$ cat config.mk
export PLATFORM = sky130hd
export DESIGN_NAME = multi_well_euler_filter
export DESIGN_NICKNAME = d
export VERILOG_FILES = /design/src/mwe_pkg.sv /design/src/mwe_regs.sv /design/src/mwe_ctrl.sv /design/src/mwe_dp.sv /design/src/multi_well_euler_filter.sv
export SDC_FILE = /design/constraint.sdc
export NUM_CORES = 2
export LEC_CHECK = 0
export BUFFER_PORTS_ARGS = -buffer_cell sky130_fd_sc_hd__clkbuf_2
export CORE_MARGIN = 5
export CORE_UTILIZATION = 40
export CTS_CLUSTER_DIAMETER = 30
export DETAILED_ROUTE_END_ITERATION = 8
export HOLD_SLACK_MARGIN = 0.05
export RECOVER_POWER = 50
export SLEW_MARGIN = 15
export SYNTH_ARGS = -nofsm -noshare
export SYNTH_HDL_FRONTEND = slang
export SYNTH_SLANG_ARGS = --single-unit
export TNS_END_PERCENT = 50
$ cat constraint.sdc
create_clock -name clk_i -period 12.1 [get_ports clk_i]
set_input_delay 0 -clock clk_i [delete_from_list [all_inputs] [get_ports clk_i]]
set_output_delay 0 -clock clk_i [all_outputs]
set_load 0.1 [all_outputs]
$ cat src/mwe_pkg.sv
// ----------------------------------------------------------------------------
// mwe_pkg
// Types and constants shared by the multi-well Euler filter modules.
// ----------------------------------------------------------------------------
package mwe_pkg;

  localparam int SAMPLE_WIDTH = 24;
  localparam int FRAC_BITS    = 16;
  localparam int WCNT_W       = 5;
  localparam int XB_W         = 23;
  localparam int GAIN_W       = 16;
  localparam int IDX_W        = 4;
  localparam int ADDR_W       = 4;
  localparam int DATA_W       = 32;

  // Internal datapath widths
  localparam int CENTRE_W = 32;  // well centres and offsets from a centre
  localparam int MUL_W    = 34;  // shared multiplier operand width
  localparam int PROD_W   = 64;  // kept product width
  localparam int Q_W      = 33;  // clipped square, range [-2^31, 2^31]
  localparam int CUBE_W   = 41;  // clipped cube, range [-2^39, 2^39]
  localparam int SPLIT    = 20;  // cube split point for the two partial products
  localparam int SUM_W    = SAMPLE_WIDTH + 2;

  localparam logic signed [PROD_W-1:0] Q_LIMIT    = 64'sd2147483648;
  localparam logic signed [PROD_W-1:0] CUBE_LIMIT = 64'sd549755813888;
  localparam logic signed [PROD_W-1:0] V_MAX =
    (64'sd1 <<< (SAMPLE_WIDTH - 1)) - 64'sd1;
  localparam logic signed [PROD_W-1:0] V_MIN = -(64'sd1 <<< (SAMPLE_WIDTH - 1));

  // Register map indexes
  localparam logic [1:0] REG_STEP_GAIN    = 2'd0;
  localparam logic [1:0] REG_WELL_COUNT   = 2'd1;
  localparam logic [1:0] REG_HALF_SPACING = 2'd2;
  localparam logic [1:0] REG_INV_SPACING  = 2'd3;

  localparam logic [GAIN_W-1:0] RST_STEP_GAIN    = 16'd655;
  localparam logic [WCNT_W-1:0] RST_WELL_COUNT   = 5'd2;
  localparam logic [XB_W-1:0]   RST_HALF_SPACING = 23'd65536;
  localparam logic [XB_W-1:0]   RST_INV_SPACING  = 23'd65536;

  typedef struct packed {
    logic signed [SAMPLE_WIDTH-1:0] signal_sample;
    logic signed [SAMPLE_WIDTH-1:0] noise_sample;
  } mwe_in_t;

  typedef struct packed {
    logic signed [SAMPLE_WIDTH-1:0] filtered_state;
    logic [IDX_W-1:0]               well_index;
    logic                           saturated;
  } mwe_out_t;

  typedef struct packed {
    logic [GAIN_W-1:0] step_gain;
    logic [WCNT_W-1:0] well_count;
    logic [XB_W-1:0]   well_half_spacing;
    logic [XB_W-1:0]   inv_half_spacing_sq;
  } mwe_cfg_t;

  typedef enum logic [3:0] {
    ST_IDLE,
    ST_CINIT,
    ST_CSET,
    ST_SCAN,
    ST_MUL_DD,
    ST_CLIP_Q,
    ST_MUL_QD,
    ST_CLIP_C,
    ST_MUL_HI,
    ST_MUL_LO,
    ST_ACC,
    ST_GRAD,
    ST_SUM,
    ST_MUL_G,
    ST_NEXT
  } mwe_state_e;

  typedef enum logic [2:0] {
    MUL_CENTRE,
    MUL_DD,
    MUL_QD,
    MUL_HI,
    MUL_LO,
    MUL_GAIN
  } mwe_mul_e;

  typedef struct packed {
    logic     load_in;
    logic     mul_en;
    mwe_mul_e mul_sel;
    logic     centre_init;
    logic     scan;
    logic     load_q;
    logic     load_cube;
    logic     load_acc;
    logic     add_acc;
    logic     load_grad;
    logic     load_sum;
    logic     commit;
  } mwe_cmd_t;

  typedef struct packed {
    logic hit;
    logic last;
  } mwe_stat_t;

endpackage

$ cat src/mwe_regs.sv
// ----------------------------------------------------------------------------
// mwe_regs
// APB-style configuration registers of the multi-well Euler filter.
// ----------------------------------------------------------------------------
module mwe_regs import mwe_pkg::*; (
  input  logic              clk_i,
  input  logic              rst_ni,
  input  logic              psel,
  input  logic              penable,
  input  logic              pwrite,
  input  logic [ADDR_W-1:0] paddr,
  input  logic [DATA_W-1:0] pwdata,
  output logic [DATA_W-1:0] prdata,
  output logic              pready,
  output mwe_cfg_t          cfg_o
);

  mwe_cfg_t   cfg_q;
  logic       wr_en;
  logic [1:0] reg_idx;

  assign pready  = 1'b1;
  assign wr_en   = psel & penable & pwrite & pready;
  assign reg_idx = paddr[ADDR_W-1:2];
  assign cfg_o   = cfg_q;

  always_ff @(posedge clk_i or negedge rst_ni) begin
    if (!rst_ni) begin
      cfg_q.step_gain           <= RST_STEP_GAIN;
      cfg_q.well_count          <= RST_WELL_COUNT;
      cfg_q.well_half_spacing   <= RST_HALF_SPACING;
      cfg_q.inv_half_spacing_sq <= RST_INV_SPACING;
    end else if (wr_en) begin
      unique case (reg_idx)
        REG_STEP_GAIN:    cfg_q.step_gain           <= pwdata[GAIN_W-1:0];
        REG_WELL_COUNT:   cfg_q.well_count          <= pwdata[WCNT_W-1:0];
        REG_HALF_SPACING: cfg_q.well_half_spacing   <= pwdata[XB_W-1:0];
        REG_INV_SPACING:  cfg_q.inv_half_spacing_sq <= pwdata[XB_W-1:0];
        default: ;
      endcase
    end
  end

  always_comb begin
    unique case (reg_idx)
      REG_STEP_GAIN:    prdata = DATA_W'(cfg_q.step_gain);
      REG_WELL_COUNT:   prdata = DATA_W'(cfg_q.well_count);
      REG_HALF_SPACING: prdata = DATA_W'(cfg_q.well_half_spacing);
      REG_INV_SPACING:  prdata = DATA_W'(cfg_q.inv_half_spacing_sq);
      default:          prdata = '0;
    endcase
  end

endmodule

$ cat src/mwe_ctrl.sv
// ----------------------------------------------------------------------------
// mwe_ctrl
// Sequencer for one filter step: well scan, gradient chain, state update.
// ----------------------------------------------------------------------------
module mwe_ctrl import mwe_pkg::*; (
  input  logic      clk_i,
  input  logic      rst_ni,
  input  logic      in_valid_i,
  output logic      in_stall_o,
  output logic      out_valid_o,
  input  logic      out_stall_i,
  input  mwe_stat_t stat_i,
  output mwe_cmd_t  cmd_o
);

  mwe_state_e state_q, state_d;
  logic       out_valid_q, out_valid_d;
  logic       slot_free;

  assign slot_free   = !out_valid_q || !out_stall_i;
  assign in_stall_o  = (state_q != ST_IDLE);
  assign out_valid_o = out_valid_q;

  always_ff @(posedge clk_i or negedge rst_ni) begin
    if (!rst_ni) begin
      state_q     <= ST_IDLE;
      out_valid_q <= 1'b0;
    end else begin
      state_q     <= state_d;
      out_valid_q <= out_valid_d;
    end
  end

  always_comb begin
    state_d = state_q;
    cmd_o   = '0;
    unique case (state_q)
      ST_IDLE: begin
        if (in_valid_i) begin
          cmd_o.load_in = 1'b1;
          state_d       = ST_CINIT;
        end
      end
      ST_CINIT: begin
        cmd_o.mul_en  = 1'b1;
        cmd_o.mul_sel = MUL_CENTRE;
        state_d       = ST_CSET;
      end
      ST_CSET: begin
        cmd_o.centre_init = 1'b1;
        state_d           = ST_SCAN;
      end
      ST_SCAN: begin
        cmd_o.scan = 1'b1;
        if (stat_i.hit) begin
          state_d = ST_MUL_DD;
        end else if (stat_i.last) begin
          // no well held the state: gradient is zero
          state_d = ST_SUM;
        end
      end
      ST_MUL_DD: begin
        cmd_o.mul_en  = 1'b1;
        cmd_o.mul_sel = MUL_DD;
        state_d       = ST_CLIP_Q;
      end
      ST_CLIP_Q: begin
        cmd_o.load_q = 1'b1;
        state_d      = ST_MUL_QD;
      end
      ST_MUL_QD: begin
        cmd_o.mul_en  = 1'b1;
        cmd_o.mul_sel = MUL_QD;
        state_d       = ST_CLIP_C;
      end
      ST_CLIP_C: begin
        cmd_o.load_cube = 1'b1;
        state_d         = ST_MUL_HI;
      end
      ST_MUL_HI: begin
        cmd_o.mul_en  = 1'b1;
        cmd_o.mul_sel = MUL_HI;
        state_d       = ST_MUL_LO;
      end
      ST_MUL_LO: begin
        cmd_o.mul_en   = 1'b1;
        cmd_o.mul_sel  = MUL_LO;
        cmd_o.load_acc = 1'b1;
        state_d        = ST_ACC;
      end
      ST_ACC: begin
        cmd_o.add_acc = 1'b1;
        state_d       = ST_GRAD;
      end
      ST_GRAD: begin
        cmd_o.load_grad = 1'b1;
        state_d         = ST_SUM;
      end
      ST_SUM: begin
        cmd_o.load_sum = 1'b1;
        state_d        = ST_MUL_G;
      end
      ST_MUL_G: begin
        cmd_o.mul_en  = 1'b1;
        cmd_o.mul_sel = MUL_GAIN;
        state_d       = ST_NEXT;
      end
      ST_NEXT: begin
        // hold until the output register can take the item
        if (slot_free) begin
          cmd_o.commit = 1'b1;
          state_d      = ST_IDLE;
        end
      end
      default: state_d = ST_IDLE;
    endcase
  end

  assign out_valid_d = cmd_o.commit | (out_valid_q & out_stall_i);

  a_commit_slot_free: assert property (@(posedge clk_i) disable iff (!rst_ni)
    cmd_o.commit |-> (!out_valid_q || !out_stall_i))
    else $error("commit while output item still held");

  a_accept_starts: assert property (@(posedge clk_i) disable iff (!rst_ni)
    (in_valid_i && !in_stall_o) |=> (state_q == ST_CINIT))
    else $error("accepted item did not start the centre setup");

  a_valid_from_commit: assert property (@(posedge clk_i) disable iff (!rst_ni)
    $rose(out_valid_q) |-> $past(cmd_o.commit))
    else $error("output valid rose without a commit");

endmodule

$ cat src/mwe_dp.sv
// ----------------------------------------------------------------------------
// mwe_dp
// Datapath: well scan, shared multiplier, clipping and the filter state.
// ----------------------------------------------------------------------------
module mwe_dp import mwe_pkg::*; #(
  parameter int MAX_WELLS = 16
) (
  input  logic      clk_i,
  input  logic      rst_ni,
  input  mwe_cfg_t  cfg_i,
  input  mwe_in_t   in_data_i,
  input  mwe_cmd_t  cmd_i,
  output mwe_stat_t stat_o,
  output mwe_out_t  out_data_o
);

  logic signed [SAMPLE_WIDTH-1:0] s_q, n_q, x_q, g_q;
  logic signed [CENTRE_W-1:0]     c_q, d_q;
  logic [WCNT_W-1:0]              cnt_q;
  logic [IDX_W-1:0]               idx_q;
  logic signed [Q_W-1:0]          q_q;
  logic signed [CUBE_W-1:0]       cube_q;
  logic signed [PROD_W-1:0]       p_q, acc_q;
  logic signed [SUM_W-1:0]        sum_q;
  logic                           sat_q;
  mwe_out_t                       out_q;

  logic [WCNT_W-1:0]          nw_eff, nw_m1;
  logic signed [CENTRE_W-1:0] xb_ext, x_ext, lo, hi;
  logic                       first_w, last_w, hit;
  logic signed [MUL_W-1:0]    mul_a, mul_b;
  logic signed [2*MUL_W-1:0]  prod;
  logic signed [PROD_W-1:0]   p_sh, t_sh, g_raw, nx_raw;
  logic signed [Q_W-1:0]      q_clip;
  logic signed [CUBE_W-1:0]   cube_clip;
  logic signed [SAMPLE_WIDTH-1:0] g_clip, nx_clip;
  logic                       q_sat, c_sat, g_sat, nx_sat;

  // Clamp the well count into 1..MAX_WELLS
  always_comb begin
    if (cfg_i.well_count == '0) begin
      nw_eff = WCNT_W'(1);
    end else if (int'(cfg_i.well_count) > MAX_WELLS) begin
      nw_eff = WCNT_W'(MAX_WELLS);
    end else begin
      nw_eff = cfg_i.well_count;
    end
  end
  assign nw_m1 = nw_eff - WCNT_W'(1);

  // Well test for the current scan position
  assign xb_ext  = CENTRE_W'(cfg_i.well_half_spacing);
  assign x_ext   = CENTRE_W'(x_q);
  assign lo      = c_q - xb_ext;
  assign hi      = c_q + xb_ext;
  assign first_w = (cnt_q == '0);
  assign last_w  = (cnt_q == nw_m1);
  assign hit     = (first_w && (x_ext <= hi)) || (last_w && (x_ext >= lo)) ||
                   (!first_w && !last_w && (x_ext >= lo) && (x_ext <= hi));

  assign stat_o.hit  = hit;
  assign stat_o.last = last_w;

  // Shared multiplier, one product per cycle
  always_comb begin
    mul_a = '0;
    mul_b = '0;
    case (cmd_i.mul_sel)
      MUL_CENTRE: begin
        mul_a = {{(MUL_W-WCNT_W){1'b0}}, nw_m1};
        mul_b = {{(MUL_W-XB_W){1'b0}}, cfg_i.well_half_spacing};
      end
      MUL_DD: begin
        mul_a = MUL_W'(d_q);
        mul_b = MUL_W'(d_q);
      end
      MUL_QD: begin
        mul_a = MUL_W'(q_q);
        mul_b = MUL_W'(d_q);
      end
      MUL_HI: begin
        mul_a = MUL_W'($signed(cube_q[CUBE_W-1:SPLIT]));
        mul_b = {{(MUL_W-XB_W){1'b0}}, cfg_i.inv_half_spacing_sq};
      end
      MUL_LO: begin
        mul_a = {{(MUL_W-SPLIT){1'b0}}, cube_q[SPLIT-1:0]};
        mul_b = {{(MUL_W-XB_W){1'b0}}, cfg_i.inv_half_spacing_sq};
      end
      MUL_GAIN: begin
        mul_a = MUL_W'(sum_q);
        mul_b = {{(MUL_W-GAIN_W){1'b0}}, cfg_i.step_gain};
      end
      default: ;
    endcase
  end
  assign prod = mul_a * mul_b;

  // Floor shifts and clipping
  always_comb begin
    p_sh  = p_q >>> FRAC_BITS;
    q_sat = 1'b0;
    c_sat = 1'b0;
    g_sat = 1'b0;
    nx_sat = 1'b0;

    if (p_sh > Q_LIMIT) begin
      q_clip = Q_W'(Q_LIMIT);
      q_sat  = 1'b1;
    end else if (p_sh < -Q_LIMIT) begin
      q_clip = Q_W'(-Q_LIMIT);
      q_sat  = 1'b1;
    end else begin
      q_clip = Q_W'(p_sh);
    end

    if (p_sh > CUBE_LIMIT) begin
      cube_clip = CUBE_W'(CUBE_LIMIT);
      c_sat     = 1'b1;
    end else if (p_sh < -CUBE_LIMIT) begin
      cube_clip = CUBE_W'(-CUBE_LIMIT);
      c_sat     = 1'b1;
    end else begin
      cube_clip = CUBE_W'(p_sh);
    end

    t_sh  = acc_q >>> FRAC_BITS;
    g_raw = t_sh - PROD_W'(d_q);
    if (g_raw > V_MAX) begin
      g_clip = SAMPLE_WIDTH'(V_MAX);
      g_sat  = 1'b1;
    end else if (g_raw < V_MIN) begin
      g_clip = SAMPLE_WIDTH'(V_MIN);
      g_sat  = 1'b1;
    end else begin
      g_clip = SAMPLE_WIDTH'(g_raw);
    end

    nx_raw = PROD_W'(x_q) + p_sh;
    if (nx_raw > V_MAX) begin
      nx_clip = SAMPLE_WIDTH'(V_MAX);
      nx_sat  = 1'b1;
    end else if (nx_raw < V_MIN) begin
      nx_clip = SAMPLE_WIDTH'(V_MIN);
      nx_sat  = 1'b1;
    end else begin
      nx_clip = SAMPLE_WIDTH'(nx_raw);
    end
  end

  // Filter state and scan counter
  always_ff @(posedge clk_i or negedge rst_ni) begin
    if (!rst_ni) begin
      x_q   <= '0;
      cnt_q <= '0;
    end else begin
      if (cmd_i.centre_init) begin
        cnt_q <= '0;
      end else if (cmd_i.scan && !hit && !last_w) begin
        cnt_q <= cnt_q + WCNT_W'(1);
      end
      if (cmd_i.commit) begin
        x_q <= nx_clip;
      end
    end
  end

  always_ff @(posedge clk_i) begin
    if (cmd_i.load_in) begin
      s_q <= in_data_i.signal_sample;
      n_q <= in_data_i.noise_sample;
    end
    if (cmd_i.mul_en) begin
      p_q <= prod[PROD_W-1:0];
    end
    if (cmd_i.centre_init) begin
      c_q <= CENTRE_W'(-p_q);
    end else if (cmd_i.scan && !hit && !last_w) begin
      c_q <= c_q + (xb_ext <<< 1);
    end
    if (cmd_i.scan) begin
      if (hit) begin
        d_q   <= x_ext - c_q;
        idx_q <= cnt_q[IDX_W-1:0];
      end else if (last_w) begin
        g_q   <= '0;
        idx_q <= '0;
      end
    end
    if (cmd_i.load_q) begin
      q_q <= q_clip;
    end
    if (cmd_i.load_cube) begin
      cube_q <= cube_clip;
    end
    if (cmd_i.load_acc) begin
      acc_q <= p_q <<< SPLIT;
    end else if (cmd_i.add_acc) begin
      acc_q <= acc_q + p_q;
    end
    if (cmd_i.load_grad) begin
      g_q <= g_clip;
    end
    if (cmd_i.load_sum) begin
      sum_q <= SUM_W'(s_q) + SUM_W'(n_q) - SUM_W'(g_q);
    end
    if (cmd_i.load_in) begin
      sat_q <= 1'b0;
    end else if ((cmd_i.load_q && q_sat) || (cmd_i.load_cube && c_sat) ||
                 (cmd_i.load_grad && g_sat)) begin
      sat_q <= 1'b1;
    end
    if (cmd_i.commit) begin
      out_q.filtered_state <= nx_clip;
      out_q.well_index     <= idx_q;
      out_q.saturated      <= sat_q | nx_sat;
    end
  end

  assign out_data_o = out_q;

  a_scan_in_range: assert property (@(posedge clk_i) disable iff (!rst_ni)
    cmd_i.scan |-> (cnt_q <= nw_m1))
    else $error("well scan ran past the last well");

  a_square_nonneg: assert property (@(posedge clk_i) disable iff (!rst_ni)
    cmd_i.load_cube |-> !q_q[Q_W-1])
    else $error("clipped square is negative");

  a_sat_cleared: assert property (@(posedge clk_i) disable iff (!rst_ni)
    cmd_i.load_in |=> !sat_q)
    else $error("saturation flag not cleared for a new item");

endmodule

$ cat src/multi_well_euler_filter.sv
// ----------------------------------------------------------------------------
// multi_well_euler_filter
// Output valid rises once the well scan, gradient chain and state update
// are done; the scan tests one well per cycle. The input stalls until the
// step is committed, so a new item is taken only after the previous one;
// one shared multiplier carries up to six products of a step. Reset clears
// the filter state to zero and loads the register defaults.
// ----------------------------------------------------------------------------
module multi_well_euler_filter import mwe_pkg::*; #(
  parameter int MAX_WELLS = 16
) (
  input  logic              clk_i,
  input  logic              rst_ni,
  input  logic              in_valid_i,
  output logic              in_stall_o,
  input  mwe_in_t           in_data_i,
  output logic              out_valid_o,
  input  logic              out_stall_i,
  output mwe_out_t          out_data_o,
  input  logic              psel,
  input  logic              penable,
  input  logic              pwrite,
  input  logic [ADDR_W-1:0] paddr,
  input  logic [DATA_W-1:0] pwdata,
  output logic [DATA_W-1:0] prdata,
  output logic              pready
);

  mwe_cfg_t  cfg;
  mwe_cmd_t  cmd;
  mwe_stat_t stat;

  mwe_regs u_regs (
    .clk_i   (clk_i),
    .rst_ni  (rst_ni),
    .psel    (psel),
    .penable (penable),
    .pwrite  (pwrite),
    .paddr   (paddr),
    .pwdata  (pwdata),
    .prdata  (prdata),
    .pready  (pready),
    .cfg_o   (cfg)
  );

  mwe_ctrl u_ctrl (
    .clk_i       (clk_i),
    .rst_ni      (rst_ni),
    .in_valid_i  (in_valid_i),
    .in_stall_o  (in_stall_o),
    .out_valid_o (out_valid_o),
    .out_stall_i (out_stall_i),
    .stat_i      (stat),
    .cmd_o       (cmd)
  );

  mwe_dp #(
    .MAX_WELLS (MAX_WELLS)
  ) u_dp (
    .clk_i      (clk_i),
    .rst_ni     (rst_ni),
    .cfg_i      (cfg),
    .in_data_i  (in_data_i),
    .cmd_i      (cmd),
    .stat_o     (stat),
    .out_data_o (out_data_o)
  );

endmodule

==> impl_metrics.yaml <==
global_route:
  grt.total_usage_pct: 28.10
  grt_overflow: 0
  grt_pass1_vias: 63147
  grt_pass1_wl_um: 413300
  grt_max_degree: 65
  antenna_found_initial: 30
clocking:
  cts_htree_levels: 3
  path_clk_slew_ns: 0.05
  cts_tree: "yes"
  cts_buffer_depth: 3
  insertion_delay_ns: 0.76
  clockRootBuffer: "clkbuf_16"
  clock-sinks: 499
  cts_resized: 0
  cts_buffers: 120
worst_setup_path:
  ff2ff_path_depth: 36
  slowest_delay_ns: 0.85
  cp_data_arrival_time_ns: 11.92
  cp_common_cell: "fa_1"
  start_kind: "flip-flop"
  slowest_stage: "and4_1"
  r2r_end: "u_dp.p_q[62]"
  crit_type: "reg -> reg"
  cp_max_fo: 11
  endpoint: "u_dp.p_q[62]"
  rrSetupSlack_ns: 0.65
  r2r_start: "u_ctrl.state_q[3]"
  cp_data_required_time_ns: 12.57
  timing.critical_path.from: "u_ctrl.state_q[3]"
  end_kind: "flip-flop"
timing:
  finalCriticalPeriod_ns: 11.45
  fmaxAchievable_mhz: 87.33
  tightest_slew_ns: 4.045
  rsz0062_at_grt: "no"
  skew_ns: 0.08154
  period_share_pct: 94.64
  slew_headroom_pct: -169.6
  setup-tns-final_ns: 0
  finalHoldViolCount: 0
  finalWorstSetupSlack_ns: 0.6491
  slew_violations: 592
  finalSetupViolCount: 0
yosys:
  synthArstFlopShare_pct: 20.24
  netlist.area_leader.share_pct: 31.70
  synth_ff_type: "edfxtp_1"
  synth_largest_area_cell: "fa_1"
  ys_seq_area_share_pct: 18.86
  avgSynthCellArea_um2: 9.132
  synthCells: 8292
  synth_cell_types: 100
  ys_seq_elements: 499
  ys_top_cells_by_area: "fa_1, edfxtp_1, ha_1"
  syn_area_um2: 75720
  yosys_warnings: 0
  synth_edf_count: 377
die:
  die_x_um: 445.1
  core-area_um2: 188000
  die_h_um: 445.1
  num_rows: 159
  io_pins: 155
  start_util_pct: 40.28
  die-area_um2: 198100
placement:
  post-place-ws_ns: 0.8096
  dpl_cell_area_um2: 80210
  hpwlAfterDp_um: 222700
  numPortBuffers: 133
  gp_congestion: 0.9773
routing:
  avgViaCountPerCell: 5.571
  drt_pre_antenna_iters: 6
  drt-total-wl_um: 280000
  ant_nets: 0
  drc: 0
  wl_per_cell_um: 25.02
  num_vias: 62330
  drtIter0Drc: 5888
outcome:
  violations: "capacitance limit, slew limit"
  status: "finished with violations"
cells_and_area:
  multiInputGateArea_um2: 54720
  drive_above_1_share_pct: 7.627
  final_area_um2: 85530
  regArea_um2: 14280
  nets: 10418
  areaGrowthSynthToFinish_pct: 12.95
  fillers: 18049
job:
  max_cap_viol_count: 14
worst_hold_path:
  worstHoldPathType: "in -> reg"
## layout by cell type (no fill, tap or decap), types with 38 or more instances in the layout
cell and instances:
nand2_1 975, dlygate4sd3_1 126, nand3_1 83, o21a_1 60, buf_4 222, o21bai_1 47
xnor2_1 242, and2_1 104, nor2b_1 56, dfrtp_1 91, clkbuf_1 99, fa_1 1199
a21oi_1 330, ha_1 556, mux2_2 72, o21ai_0 284, nor2_1 795, inv_1 1478
edfxtp_1 377, nor3_1 87, a21o_1 207, nand2b_1 53, clkbuf_2 68, xor2_1 106
nand4_1 85, clkbuf_16 121, and3_1 38
## per-stage QoR
stage | utilization, % | instances | hold WS (ns)
finish | 45.49 | 11188 | 0.08951
global route | 45.48 | 11177 | 0.09992
CTS | 45.58 | 11175 | 0.05512
detailed placement | 42.67 | 10818 | 0.05333
global placement | 42.67 | 10818 | 0.05040
floorplan | - | 8300 | -0.2956
## sequential cells by signal, summed over array words and instances (netlist names)
signal	count
u_dp.n_q	24
u_dp.s_q	24
u_dp.out_data_o	29
u_dp.g_q	24
u_dp.d_q	32
u_dp.idx_q	4
u_dp.sum_q	26
u_dp.sat_q	1
u_ctrl.state_q	4
u_ctrl.out_valid_o	1
u_dp.cnt_q	5
u_dp.acc_q	64
u_dp.q_q	33
u_dp.cube_q	41
u_regs.cfg_o	67
u_dp.p_q	64
u_dp.x_q	24
u_dp.c_q	32
## final cells by class
type / instances / area share [%]
timing repair buffer: 499 / 4.261
antenna: 13 / 0.03804
tap: 2495 / 3.650
clock inverter: 84 / 1.178
sequential: 499 / 16.70
multi-input combinational: 5973 / 63.98
clock buffer: 146 / 3.708
inverter: 1479 / 6.491
## synth_stat cells (all sizes together), types with 14 or more instances
cell type     n
o211ai       26
a21oi       334
a21o        211
mux2         72
a31oi        34
a22o         20
dfxtp        21
inv        1479
o31ai        29
o21bai       47
o21ai       307
a211oi       37
nand2       976
xnor2       242
or3          37
edfxtp      377
o21a         61
nor2        807
dfrtp        92
nor4         31
nand4        85
nand3        83
ha          556
buf          43
or2          16
and4         30
a221o        14
a21boi       19
nor3         88
nor2b        56
clkbuf      306
a22oi        35
and3         38
nand2b       53
and2        106
a2111oi      14
xor2        106
fa         1199
## worst min-delay path by stage
stage / from / endpoint / slack, ns / cells past startpoint
2_1_floorplan: rst_ni / u_ctrl.out_valid_o / -0.30 / 0
3_3_place_gp: rst_ni / u_regs.cfg_o[45] / 0.05 / 1
3_5_place_dp: rst_ni / u_regs.cfg_o[44] / 0.05 / 1
4_1_cts: in_data_i[32] / u_dp.s_q[8] / 0.06 / 2
5_1_grt: in_data_i[32] / u_dp.s_q[8] / 0.1 / 2
6_report: in_data_i[29] / u_dp.s_q[5] / 0.09 / 2
## cells by family after synthesis
group	share of synthesized area [%]
simple gates	14.33
buf+inv	9.157
fa+ha+maj	40.88
compound gates	11.35
flops	18.86
xor+xnor	4.025
mux	1.378
other cells	0.009918
## layer usage
layer / track usage, % / part of all wire, %
met5: 0 / 0.033
met2: 42.57 / 43
met4: 15.22 / 6.7
met1: 37.81 / 41
met3: 5.971 / 9.2
## what timing repair did
action	in CTS	in global routing
hold buffers	127	0
endpoints found under the hold margin	157	0
setup buffers	0	0
## critical path, delay by kind of cell (launching register included)
family	cells	cell delay [ns]
xor gates and xnor gates	1	0.15
AOI/OAI and AO/OA	14	3.12
buffers and inverters	7	0.95
adders and majority gates	9	4.29
and+or+nand+nor	5	2.12
DFF	1	0.52
Power is not shown: default switching activity piles up to over one toggle a cycle in this logic, so the estimate is an artifact.
